--- src/rtl/tach_pkg.sv ---
// Shared types, constants and codes for the tachometer rpm block.
package tach_pkg;

    localparam int unsigned PprWidth    = 4;
    localparam int unsigned ThrWidth    = 16;
    localparam int unsigned TimeWidth   = 32;
    localparam int unsigned RpmWidth    = 16;
    localparam int unsigned StatusWidth = 2;
    localparam int unsigned CfgWidth    = 16;
    localparam int unsigned DivWidth    = 32;
    localparam int unsigned ProdWidth   = DivWidth + PprWidth;

    localparam logic [DivWidth-1:0] RPM_NUMERATOR = 32'd60000000;
    localparam logic [RpmWidth-1:0] RPM_MAX       = 16'hFFFF;
    localparam logic [PprWidth-1:0] PPR_RESET     = 4'd3;
    localparam logic [ThrWidth-1:0] FAST_RESET    = 16'd1500;

    localparam logic [StatusWidth-1:0] STATUS_OK       = 2'd0;
    localparam logic [StatusWidth-1:0] STATUS_NO_PULSE = 2'd1;
    localparam logic [StatusWidth-1:0] STATUS_NO_NEW   = 2'd2;

    localparam logic CMD_PULSE = 1'b0;
    localparam logic CMD_READ  = 1'b1;

    localparam logic CFG_PPR  = 1'b0;
    localparam logic CFG_FAST = 1'b1;

    typedef struct packed {
        logic                 cmd;
        logic [TimeWidth-1:0] time_us;
    } tach_in_t;

    typedef struct packed {
        logic [RpmWidth-1:0]    rpm;
        logic [StatusWidth-1:0] status;
        logic                   fast_update;
    } tach_out_t;

    typedef struct packed {
        logic                start;
        logic [DivWidth-1:0] dividend;
        logic [DivWidth-1:0] divisor;
    } tach_div_req_t;

    typedef struct packed {
        logic                done;
        logic [DivWidth-1:0] quotient;
    } tach_div_rsp_t;

endpackage

--- src/rtl/tachometer_pulse_rate_to_rpm_top.sv ---
// Tachometer rpm block: pulse bookkeeping, read sequencer and result register.
//
// A pulse beat is taken in S_IDLE, which it does not leave, so pulse beats can follow back
// to back. A read beat goes through these steps before the next beat is accepted:
// - one pass of the shared divider for microseconds per pulse;
// - S_DIV1 takes that quotient and multiplies it by pulses_per_rev;
// - S_MUL checks the product;
// - a second pass for 60000000 over the product;
// - S_DIV2 takes the quotient, and S_EMIT loads the result register.
// A read with no pulses ever seen, or with no new pulses, goes straight to S_EMIT. A
// zero period, or a product beyond 32 bits, ends after the first pass. in_stall stays
// high while a read is in flight. A finished read holds until the output register is
// free, so a stalled result adds its stall cycles to the read. Once the result is
// loaded, the next beat is taken while that result still waits downstream.
module tachometer_pulse_rate_to_rpm_top (
    input  logic                 clk,
    input  logic                 rst_n,
    input  logic                 in_valid,
    output logic                 in_stall,
    input  tach_pkg::tach_in_t   in_data,
    output logic                 out_valid,
    input  logic                 out_stall,
    output tach_pkg::tach_out_t  out_data,
    input  logic                 cfg_we,
    input  logic                 cfg_index,
    input  logic [tach_pkg::CfgWidth-1:0] cfg_data
);

    localparam int unsigned TW = tach_pkg::TimeWidth;
    localparam int unsigned DW = tach_pkg::DivWidth;
    localparam int unsigned PW = tach_pkg::ProdWidth;
    localparam int unsigned RW = tach_pkg::RpmWidth;

    localparam logic [2:0] S_IDLE = 3'd0;
    localparam logic [2:0] S_DIV1 = 3'd1;
    localparam logic [2:0] S_MUL  = 3'd2;
    localparam logic [2:0] S_DIV2 = 3'd3;
    localparam logic [2:0] S_EMIT = 3'd4;

    logic [2:0] state_reg, state_next;

    logic [tach_pkg::PprWidth-1:0] ppr_reg, ppr_next;
    logic [tach_pkg::ThrWidth-1:0] thr_reg, thr_next;

    logic [TW-1:0] pc_reg, pc_next;
    logic [TW-1:0] lpt_reg, lpt_next;
    logic [TW-1:0] prc_reg, prc_next;
    logic [TW-1:0] prt_reg, prt_next;

    logic [PW-1:0] prod_reg, prod_next;
    logic [RW-1:0] rpm_reg, rpm_next;
    logic [tach_pkg::StatusWidth-1:0] st_reg, st_next;

    logic                out_valid_reg, out_valid_next;
    tach_pkg::tach_out_t out_reg, out_next;

    logic [TW-1:0] dcount;
    logic [TW-1:0] dtime;
    logic          in_acc;
    logic          out_free;

    tach_pkg::tach_div_req_t div_req;
    tach_pkg::tach_div_rsp_t div_rsp;

    tach_divider u_div (
        .clk   (clk),
        .rst_n (rst_n),
        .req   (div_req),
        .rsp   (div_rsp)
    );

    assign in_stall = (state_reg != S_IDLE);
    assign in_acc   = in_valid && !in_stall;
    assign out_free = !out_valid_reg || !out_stall;
    assign dcount   = pc_reg - prc_reg;
    assign dtime    = lpt_reg - prt_reg;

    always_comb
    begin
        state_next     = state_reg;
        ppr_next       = ppr_reg;
        thr_next       = thr_reg;
        pc_next        = pc_reg;
        lpt_next       = lpt_reg;
        prc_next       = prc_reg;
        prt_next       = prt_reg;
        prod_next      = prod_reg;
        rpm_next       = rpm_reg;
        st_next        = st_reg;
        out_valid_next = out_valid_reg;
        out_next       = out_reg;
        div_req.start    = 1'b0;
        div_req.dividend = dtime;
        div_req.divisor  = dcount;

        if (cfg_we)
        begin
            case (cfg_index)
                tach_pkg::CFG_PPR:  ppr_next = cfg_data[tach_pkg::PprWidth-1:0];
                tach_pkg::CFG_FAST: thr_next = cfg_data[tach_pkg::ThrWidth-1:0];
                default:            ;
            endcase
        end

        if (out_valid_reg && !out_stall)
        begin
            out_valid_next = 1'b0;
        end

        case (state_reg)
            S_IDLE:
            begin
                if (in_acc)
                begin
                    if (in_data.cmd == tach_pkg::CMD_PULSE)
                    begin
                        pc_next  = pc_reg + 1'b1;
                        lpt_next = in_data.time_us;
                    end
                    else if (pc_reg == '0)
                    begin
                        rpm_next   = '0;
                        st_next    = tach_pkg::STATUS_NO_PULSE;
                        state_next = S_EMIT;
                    end
                    else
                    begin
                        prc_next = pc_reg;
                        prt_next = lpt_reg;
                        if (dcount == '0)
                        begin
                            rpm_next   = '0;
                            st_next    = tach_pkg::STATUS_NO_NEW;
                            state_next = S_EMIT;
                        end
                        else
                        begin
                            div_req.start = 1'b1;
                            state_next    = S_DIV1;
                        end
                    end
                end
            end
            S_DIV1:
            begin
                if (div_rsp.done)
                begin
                    prod_next  = PW'(div_rsp.quotient) * PW'(ppr_reg);
                    state_next = S_MUL;
                end
            end
            S_MUL:
            begin
                div_req.dividend = tach_pkg::RPM_NUMERATOR;
                div_req.divisor  = prod_reg[DW-1:0];
                if (prod_reg == '0)
                begin
                    rpm_next   = '0;
                    st_next    = tach_pkg::STATUS_NO_NEW;
                    state_next = S_EMIT;
                end
                else if (prod_reg[PW-1:DW] != '0)
                begin
                    rpm_next   = '0;
                    st_next    = tach_pkg::STATUS_OK;
                    state_next = S_EMIT;
                end
                else
                begin
                    div_req.start = 1'b1;
                    state_next    = S_DIV2;
                end
            end
            S_DIV2:
            begin
                if (div_rsp.done)
                begin
                    if (div_rsp.quotient[DW-1:RW] != '0)
                    begin
                        rpm_next = tach_pkg::RPM_MAX;
                    end
                    else
                    begin
                        rpm_next = div_rsp.quotient[RW-1:0];
                    end
                    st_next    = tach_pkg::STATUS_OK;
                    state_next = S_EMIT;
                end
            end
            S_EMIT:
            begin
                if (out_free)
                begin
                    out_next.rpm         = rpm_reg;
                    out_next.status      = st_reg;
                    out_next.fast_update = (rpm_reg >= thr_reg);
                    out_valid_next       = 1'b1;
                    state_next           = S_IDLE;
                end
            end
            default:
            begin
                state_next = S_IDLE;
            end
        endcase
    end

    always_ff @(posedge clk or negedge rst_n)
    begin
        if (!rst_n)
        begin
            state_reg     <= S_IDLE;
            ppr_reg       <= tach_pkg::PPR_RESET;
            thr_reg       <= tach_pkg::FAST_RESET;
            pc_reg        <= '0;
            lpt_reg       <= '0;
            prc_reg       <= '0;
            prt_reg       <= '0;
            out_valid_reg <= 1'b0;
        end
        else
        begin
            state_reg     <= state_next;
            ppr_reg       <= ppr_next;
            thr_reg       <= thr_next;
            pc_reg        <= pc_next;
            lpt_reg       <= lpt_next;
            prc_reg       <= prc_next;
            prt_reg       <= prt_next;
            out_valid_reg <= out_valid_next;
        end
    end

    always_ff @(posedge clk)
    begin
        prod_reg <= prod_next;
        rpm_reg  <= rpm_next;
        st_reg   <= st_next;
        out_reg  <= out_next;
    end

    assign out_valid = out_valid_reg;
    assign out_data  = out_reg;

    a_div_done_in_wait: assert property (@(posedge clk) disable iff (!rst_n)
        div_rsp.done |-> state_reg == S_DIV1 || state_reg == S_DIV2)
        else $error("divider finished outside a wait state");

    a_status_code: assert property (@(posedge clk) disable iff (!rst_n)
        out_valid_reg |-> out_reg.status != 2'd3)
        else $error("unknown status on result");

    a_error_rpm_zero: assert property (@(posedge clk) disable iff (!rst_n)
        out_valid_reg && out_reg.status != tach_pkg::STATUS_OK |-> out_reg.rpm == '0)
        else $error("nonzero rpm with error status");

endmodule

--- src/rtl/tach_divider.sv ---
// Restoring unsigned divider, one quotient bit per cycle.
module tach_divider (
    input  logic                    clk,
    input  logic                    rst_n,
    input  tach_pkg::tach_div_req_t req,
    output tach_pkg::tach_div_rsp_t rsp
);

    localparam int unsigned W  = tach_pkg::DivWidth;
    localparam int unsigned CW = $clog2(W);

    logic [W-1:0]  rem_reg, rem_next;
    logic [W-1:0]  quo_reg, quo_next;
    logic [W-1:0]  dvs_reg, dvs_next;
    logic [CW-1:0] cnt_reg, cnt_next;
    logic          busy_reg, busy_next;
    logic          done_reg, done_next;
    logic [W:0]    trial;

    assign trial = {rem_reg, quo_reg[W-1]} - {1'b0, dvs_reg};

    always_comb
    begin
        rem_next  = rem_reg;
        quo_next  = quo_reg;
        dvs_next  = dvs_reg;
        cnt_next  = cnt_reg;
        busy_next = busy_reg;
        done_next = 1'b0;
        if (req.start)
        begin
            rem_next  = '0;
            quo_next  = req.dividend;
            dvs_next  = req.divisor;
            cnt_next  = CW'(W - 1);
            busy_next = 1'b1;
        end
        else if (busy_reg)
        begin
            if (!trial[W])
            begin
                rem_next = trial[W-1:0];
                quo_next = {quo_reg[W-2:0], 1'b1};
            end
            else
            begin
                rem_next = {rem_reg[W-2:0], quo_reg[W-1]};
                quo_next = {quo_reg[W-2:0], 1'b0};
            end
            cnt_next = cnt_reg - 1'b1;
            if (cnt_reg == '0)
            begin
                busy_next = 1'b0;
                done_next = 1'b1;
            end
        end
    end

    always_ff @(posedge clk or negedge rst_n)
    begin
        if (!rst_n)
        begin
            busy_reg <= 1'b0;
            done_reg <= 1'b0;
            cnt_reg  <= '0;
        end
        else
        begin
            busy_reg <= busy_next;
            done_reg <= done_next;
            cnt_reg  <= cnt_next;
        end
    end

    always_ff @(posedge clk)
    begin
        rem_reg <= rem_next;
        quo_reg <= quo_next;
        dvs_reg <= dvs_next;
    end

    assign rsp.done     = done_reg;
    assign rsp.quotient = quo_reg;

    a_start_idle: assert property (@(posedge clk) disable iff (!rst_n)
        req.start |-> !busy_reg)
        else $error("divider started while busy");

    a_done_pulse: assert property (@(posedge clk) disable iff (!rst_n)
        done_reg |=> !done_reg)
        else $error("divider done held longer than one cycle");

    a_done_after_busy: assert property (@(posedge clk) disable iff (!rst_n)
        done_reg |-> !busy_reg && $past(busy_reg))
        else $error("divider done without a finished run");

    a_nonzero_divisor: assert property (@(posedge clk) disable iff (!rst_n)
        busy_reg |-> dvs_reg != '0)
        else $error("divider running on a zero divisor");

endmodule

--- config.mk ---
export PLATFORM = sky130hd
export DESIGN_NAME = tachometer_pulse_rate_to_rpm_top
export DESIGN_NICKNAME = d
export VERILOG_FILES = /design/src/rtl/tach_pkg.sv /design/src/rtl/tachometer_pulse_rate_to_rpm_top.sv /design/src/rtl/tach_divider.sv
export SDC_FILE = /design/constraint.sdc
export NUM_CORES = 1
export LEC_CHECK = 0
export BUFFER_PORTS_ARGS = -buffer_cell sky130_fd_sc_hd__buf_2
export CORE_MARGIN = 2
export CORE_UTILIZATION = 55
export CTS_BUF_LIST = sky130_fd_sc_hd__clkbuf_2
export DETAILED_ROUTE_END_ITERATION = 10
export PLACE_DENSITY = 0.72
export SYNTH_ARGS = -nofsm -noshare
export SYNTH_HDL_FRONTEND = slang
export SYNTH_SLANG_ARGS = --single-unit
--- constraint.sdc ---
create_clock -name clk -period 6.1 [get_ports clk]
set_clock_uncertainty 0.1 [all_clocks]
set_input_delay 0.61 -clock clk [delete_from_list [all_inputs] [get_ports clk]]
set_output_delay 0.61 -clock clk [all_outputs]
set_load 0.01 [all_outputs]
== Yosys cells after proc, flatten, opt, wreduce, memory -nomap -nowiden ==
Index checks and enable logic that the tools add are counted.

* Multiplexer cells: 50
* Equal/unequal tests: 11
* Bitwise logic cells: 3
* Multipliers: 1
* Order comparisons: 1
* Add/subtract/negate cells: 5
* Reduce and logical (&&, ||, !) cells: 24

{| class="wikitable"
|+ Operator list
! operator !! number
|-
| $mux 16 || 8
|-
| $mux 32 || 3
|-
| $logic_not 32->1 || 2
|-
| $mux 64 || 1
|-
| $sub 32x32->32 || 2
|-
| $pmux 16 s3 || 1
|-
| $logic_not 36->1 || 1
|-
| $mul 32x4->36 || 1
|-
| $sub 33x32->33 || 1
|-
| $add 32x1->32 const B || 1
|-
| $mux 3 || 9
|-
| $ge 16x16->1 || 1
|-
| $mux 1 || 16
|-
| $reduce_bool 16->1 || 1
|-
| $pmux 3 s5 || 1
|-
| $mux 2 || 7
|-
| $mux 5 || 2
|-
| $reduce_and 2->1 || 4
|-
| $eq 3x2->1 const B || 2
|-
| $ne 2x2->1 const B || 3
|-
| $ne 3x3->1 const B || 2
|-
| $pmux 2 s3 || 1
|-
| $reduce_and 6->1 || 1
|-
| $reduce_bool 3->1 || 2
|-
| 16 further kinds || 22
|}

* Output and inout bits: 21
* Logic and storage cells: 115
* Register bits: 328
* Input port bits: 55

== Depth between registers and ports, before layout ==
* Depth in word-level cells: 8
* Depth in mapped cells: 17
* Depth with buffers taken out: 16

== Hierarchy ==
Synthesis repeated with hierarchy kept, for this count alone.

* Cell total of the unflattened synthesis: 2501
* Area total of the unflattened synthesis: 23054.6 µm²

{| class="wikitable"
|+ By module, submodules not included
! module !! area each (µm²) !! seq. area each (µm²) !! cells each !! times used
|-
| tachometer_pulse_rate_to_rpm_top || 16953.8 || 6007.0 || 1881 || 1
|-
| tach_divider || 6100.9 || 2737.6 || 620 || 1
|}

== Least setup slack after synthesis ==
Ideal clock, no wire load.

* Path kind: reg-to-reg
* From: register state_reg[0]
* To: register prod_reg[0], enable pin
* Period minus slack after synthesis: 5037 ps
* Arrival: 4405 ps
* Buffers on the path: 1
* Setup slack: 1063 ps
* Library setup time: 532 ps
* Stages on the path, launching flop included: 4
* Required time: 5468 ps
* Cell sequence: dfrtp_1 -> clkbuf_1 -> inv_1 -> nor4b_1

* Longest elaborated chain between the ends: 2

{| class="wikitable"
|+ Ends and longest elaborated chain
! what !! RTL line !! text
|-
| start, declared || tachometer_pulse_rate_to_rpm_top.sv:40 || <nowiki>logic [2:0] state_reg, state_next;</nowiki>
|-
| start signal, assigned || tachometer_pulse_rate_to_rpm_top.sv:223 || <nowiki>state_reg <= state_next;</nowiki>
|-
| $eq 3x1->1 || tachometer_pulse_rate_to_rpm_top.sv:110 || <nowiki>case (state_reg)</nowiki>
|-
| $reduce_and 2->1 (no line) || n/a ||
|-
| end signal, assigned || tachometer_pulse_rate_to_rpm_top.sv:236 || <nowiki>prod_reg <= prod_next;</nowiki>
|-
| end, declared || tachometer_pulse_rate_to_rpm_top.sv:50 || <nowiki>logic [PW-1:0] prod_reg, prod_next;</nowiki>
|}

No other way between the ends.
A chain may end at the register's enable or synchronous reset.

== Worst setup path in the final report ==
* From: register ppr_reg[1] in the netlist's numbering
* To: register prod_reg[34] (data pin)

* Longest elaborated chain between the ends: 1

{| class="wikitable"
|+ Ends and longest elaborated chain
! what !! RTL line !! text
|-
| start, declared || tachometer_pulse_rate_to_rpm_top.sv:42 || <nowiki>logic [tach_pkg::PprWidth-1:0] ppr_reg, ppr_next;</nowiki>
|-
| start signal, assigned || tachometer_pulse_rate_to_rpm_top.sv:213 || <nowiki>ppr_reg <= tach_pkg::PPR_RESET;</nowiki>
|-
| start signal, assigned || tachometer_pulse_rate_to_rpm_top.sv:224 || <nowiki>ppr_reg <= ppr_next;</nowiki>
|-
| $mul 32x4->36 || tachometer_pulse_rate_to_rpm_top.sv:148 || <nowiki>prod_next = PW'(div_rsp.quotient) * PW'(ppr_reg);</nowiki>
|}

No other way between the ends.

==> summary.md <==
| Metric | Value |
|---|---|
| Tcrit/Tclk final | 0.8809 |
| Maximum number of pins on one net before global-route repair | 77 |
| Cells after synthesis | roughly 2300 |
| CTS tree | done |
| Critical Path Source | ppr_reg[1] |
| Fin area | 25220 um2 |
| Distinct cells, synth | 90 |
| Synthesized area per cell | 9.795 um2 |
| RSZ-0062 raised after global routing | false |
| Congestion Overflow GR | 0 |
| Hold_sp | cfg_data[12] |
| Post-route insts no fill | 3104 |
| First-pass DRT Iterations | 8 |
| Int Power | 8926 uW |
| Placement Cell Area | between 20000 and 25000 um2 |
| Worst skew pair latency | 1.06 ns |
| Post-synth EDFFs | around 140 |
| Pleak | 0.01169 uW |
| GRT Util Overall | 0.2585 |
| Clk pwr share | 0.098 |
| Die width | 208.2 um |
| Die Y | 208.2 um |
| Syn-to-layout area delta | 9.980% |
| Number of CTS-inserted buffers | 88 |
| DRT Wirelength | between 50 and 60 mm |
| Critical path type | register to register |
| # setup viols final | 0 |
| Routed length per placed instance | approximately 18 um |
| Initial antenna violation count | 1 |
| Worst Path Max Fanout | 19 |
| Psw | between 7000 and 8000 uW |
| Synthesis Warnings | 0 |
| Pins Over Slew Limit | 0 |
| Vias per inst | 5.743 |
| I/O Pins | 76 |
| Critical Path RT | 6.81 ns |
| Clock Sinks | 328 |
| Final min period | 5.374 ns |
| CTS clock-pin slew for the worst setup and hold paths | 0.12 ns |
| Sequential area share after synthesis | 0.3813 |
| Worst Path Arrival | around 6 ns |
| Remaining antenna violation count | 0 |
| R2R depth | 15 |
| Hold/Removal Path Class | input pin to register |
| Switching share of power | 0.4601 |
| Initial Util | 0.5591 |
| Die ar. | 43340 um2 |
| Global routing's busiest layer | met2 |
| Vias in the first global route | 17795 |
| Logic pwr share | 0.660 |
| Placement row count | 74 |
| CORE AREA | ~41000 um2 |
| Nets | 2771 |
| DP HPWL | slightly above 40 mm |
| Met1 Usage GRT | 0.3282 |
| Synth Register Bits | between 300 and 400 |
| Met3 GRT Util | 0.04438 |
| Setup TNS | 0 ns |
| Placed Cells | 2883 |
| Max-cap violation count | 0 |
| Power Density | 655.6 nW/um2 |
| Routability cong. | 0.9131 |
| Root buffer cell | clkbuf_2 |
| Global-route wire length before repair | 90.78 mm |
| Bufs on Longest Clock Path | 3 |
| Post-synthesis cell area | 22930 um2 |
| Share of cells above drive strength 1 | 0.1676 |
| Post-route DRC violation count | 0 |
| Part of the power in registers | 0.241 |
| Grt met2 use | 0.4305 |
| Final hold vios | 0 |
| Via Count | 17825 |
| H-tree levels | 3 |
| Top_reg_cell synth | dfrtp_1 |
| Peak supply drop | 0.4046 mV |
| CP Launch Type | register |
| Max Fclk | 0.1861 GHz |
| RR Startpoint | ppr_reg[1] |
| Run status | completed |
| Worst slew margin | 0.2540 |
| First DRT Iteration DRCs | 1145 |
| Hold Path Cell Cnt | 3 |
| CP endpoint kind | register |
| PortBufs | 75 |
| Ys async rst share | 0.4848 |
| Max reg flops | 36 |
| Slew of the pin with the lowest slew margin | 1.119 ns |
| Syn_nets | 2613 |
[kinds of logic (layout without fill, tap and decap cells)]
family                     count (synthesis)  in the layout  synth area share
DFF                                      328            328            0.3814
adders and majority gates                217            217            0.1390
and+or+nand+nor                          758            758            0.1568
other                                      0              1                 0
AOI/OAI and AO/OA                        449            449            0.1403
muxes                                    173            173           0.08190
buffers and inverters                    282            512           0.04944
xor gates and xnor gates                 134            134           0.05118
[cell type report]
cell class              count  area, um2
fillers                  3414      15800
clock inverters            32      201.4
clock buffers             130      650.6
inverters                 199      747.0
diodes                      1      2.502
repair buffers            151       1107
multi-input cells        1731      13100
flip-flops and latches    328       8746
well taps                 532      665.6
[cells in the final DEF, fill, tap and decap left out, types with 13 or more instances in the layout]
| cell | instances |
|---|---|
| fa_1 | 63 |
| and2_1 | 47 |
| nand2_1 | 262 |
| clkbuf_2 | 130 |
| buf_2 | 74 |
| ha_1 | 154 |
| nor2b_1 | 19 |
| or3_1 | 14 |
| xnor2_1 | 99 |
| edfxtp_1 | 137 |
| nor2_1 | 184 |
| mux2_2 | 113 |
| nand3_1 | 55 |
| buf_4 | 18 |
| nor3_1 | 39 |
| a2111oi_2 | 24 |
| a31oi_1 | 13 |
| a21oi_1 | 95 |
| and3_1 | 21 |
| dfxtp_1 | 32 |
| inv_1 | 199 |
| nor4_1 | 23 |
| nand4_1 | 20 |
| xor2_1 | 35 |
| a21o_1 | 52 |
| o21a_1 | 33 |
| a211oi_1 | 17 |
| o211ai_1 | 14 |
| o21bai_1 | 14 |
| clkinv_1 | 15 |
| o21ai_0 | 83 |
| nand2b_1 | 28 |
| dfrtp_1 | 149 |
| dlygate4sd3_1 | 57 |
| mux2i_1 | 59 |
[through the flow]
step / hold WS [ns] / setup WS [ns] / utilization / total power, uW
after floorplan: 0.2144 / 1.063 / - / 12350
after global placement: 0.3185 / 0.9906 / 0.5796 / 14440
after detailed placement: 0.3056 / 0.8597 / 0.5796 / 14720
after CTS: 0.09711 / 0.8328 / 0.6148 / 16470
after global routing: 0.09446 / 0.5819 / 0.6149 / 17960
final: 0.2082 / 0.7263 / 0.6149 / 16530
[path summary, 6_finish.rpt]
check | end | slack, ns
worst max register to register | prod_reg[34] | 0.73
max in group asynchronous | prc_reg[16] | 4.09
worst max-delay path | prod_reg[34] | 0.73
worst min-delay path | thr_reg[12] | 0.21
min in group asynchronous | lpt_reg[12] | 0.58
worst min register to register | out_data[2] | 0.33
[layer usage]
metal	vias up	part of all wire
li1	8636	-
met1	8553	0.44
met2	492	0.47
met3	144	0.046
met4	0	0.047
met5	-	0
[power groups by stage]
stage,sequential [uW],clock [uW],combinational [uW]
floorplan,3790,0,8560
global route,4080,1800,12100
finish,3990,1630,10900
detailed placement,4030,0,10700
CTS,3980,1690,10800
global placement,4000,0,10400
[cells in the mapped netlist (all sizes together), types with 20 or more instances]
cell type	count	share of area
o21ai	89	0.020
nand4	20	0.0055
a21o	52	0.017
a21oi	98	0.022
nor4	25	0.0077
o21a	33	0.011
xnor2	99	0.038
nor2	187	0.031
nand2b	28	0.0076
fa	63	0.055
inv	199	0.033
a211oi	20	0.0072
mux2	114	0.056
and2	48	0.013
clkbuf	66	0.011
nor3	39	0.0085
mux2i	59	0.026
nand2	262	0.043
a2111oi	34	0.020
edfxtp	137	0.18
nand3	56	0.012
dfrtp	150	0.16
xor2	35	0.013
ha	154	0.084
dfxtp	32	0.028
and3	21	0.0057
[critical path, stage by stage, from the launching register on]
cell	delay [ns]
dfstp_2	0.80
buf_4	0.28
nand2_1	0.09
fa_1	0.49
inv_1	0.05
fa_1	0.47
ha_1	0.37
a21o_1	0.20
a2111oi_0	0.57
o21ai_0	0.18
o211ai_1	0.31
a211oi_1	0.16
o41ai_1	0.56
o21ai_0	0.17
a21oi_1	0.22
xnor2_1	0.09
[what timing repair did]
action,in CTS,in global routing
hold endpoints to repair,154,0
hold buffers,58,0
resized for setup,0,0
buffers inserted,0,0
Note: power is estimated with default switching activity, not from simulation.
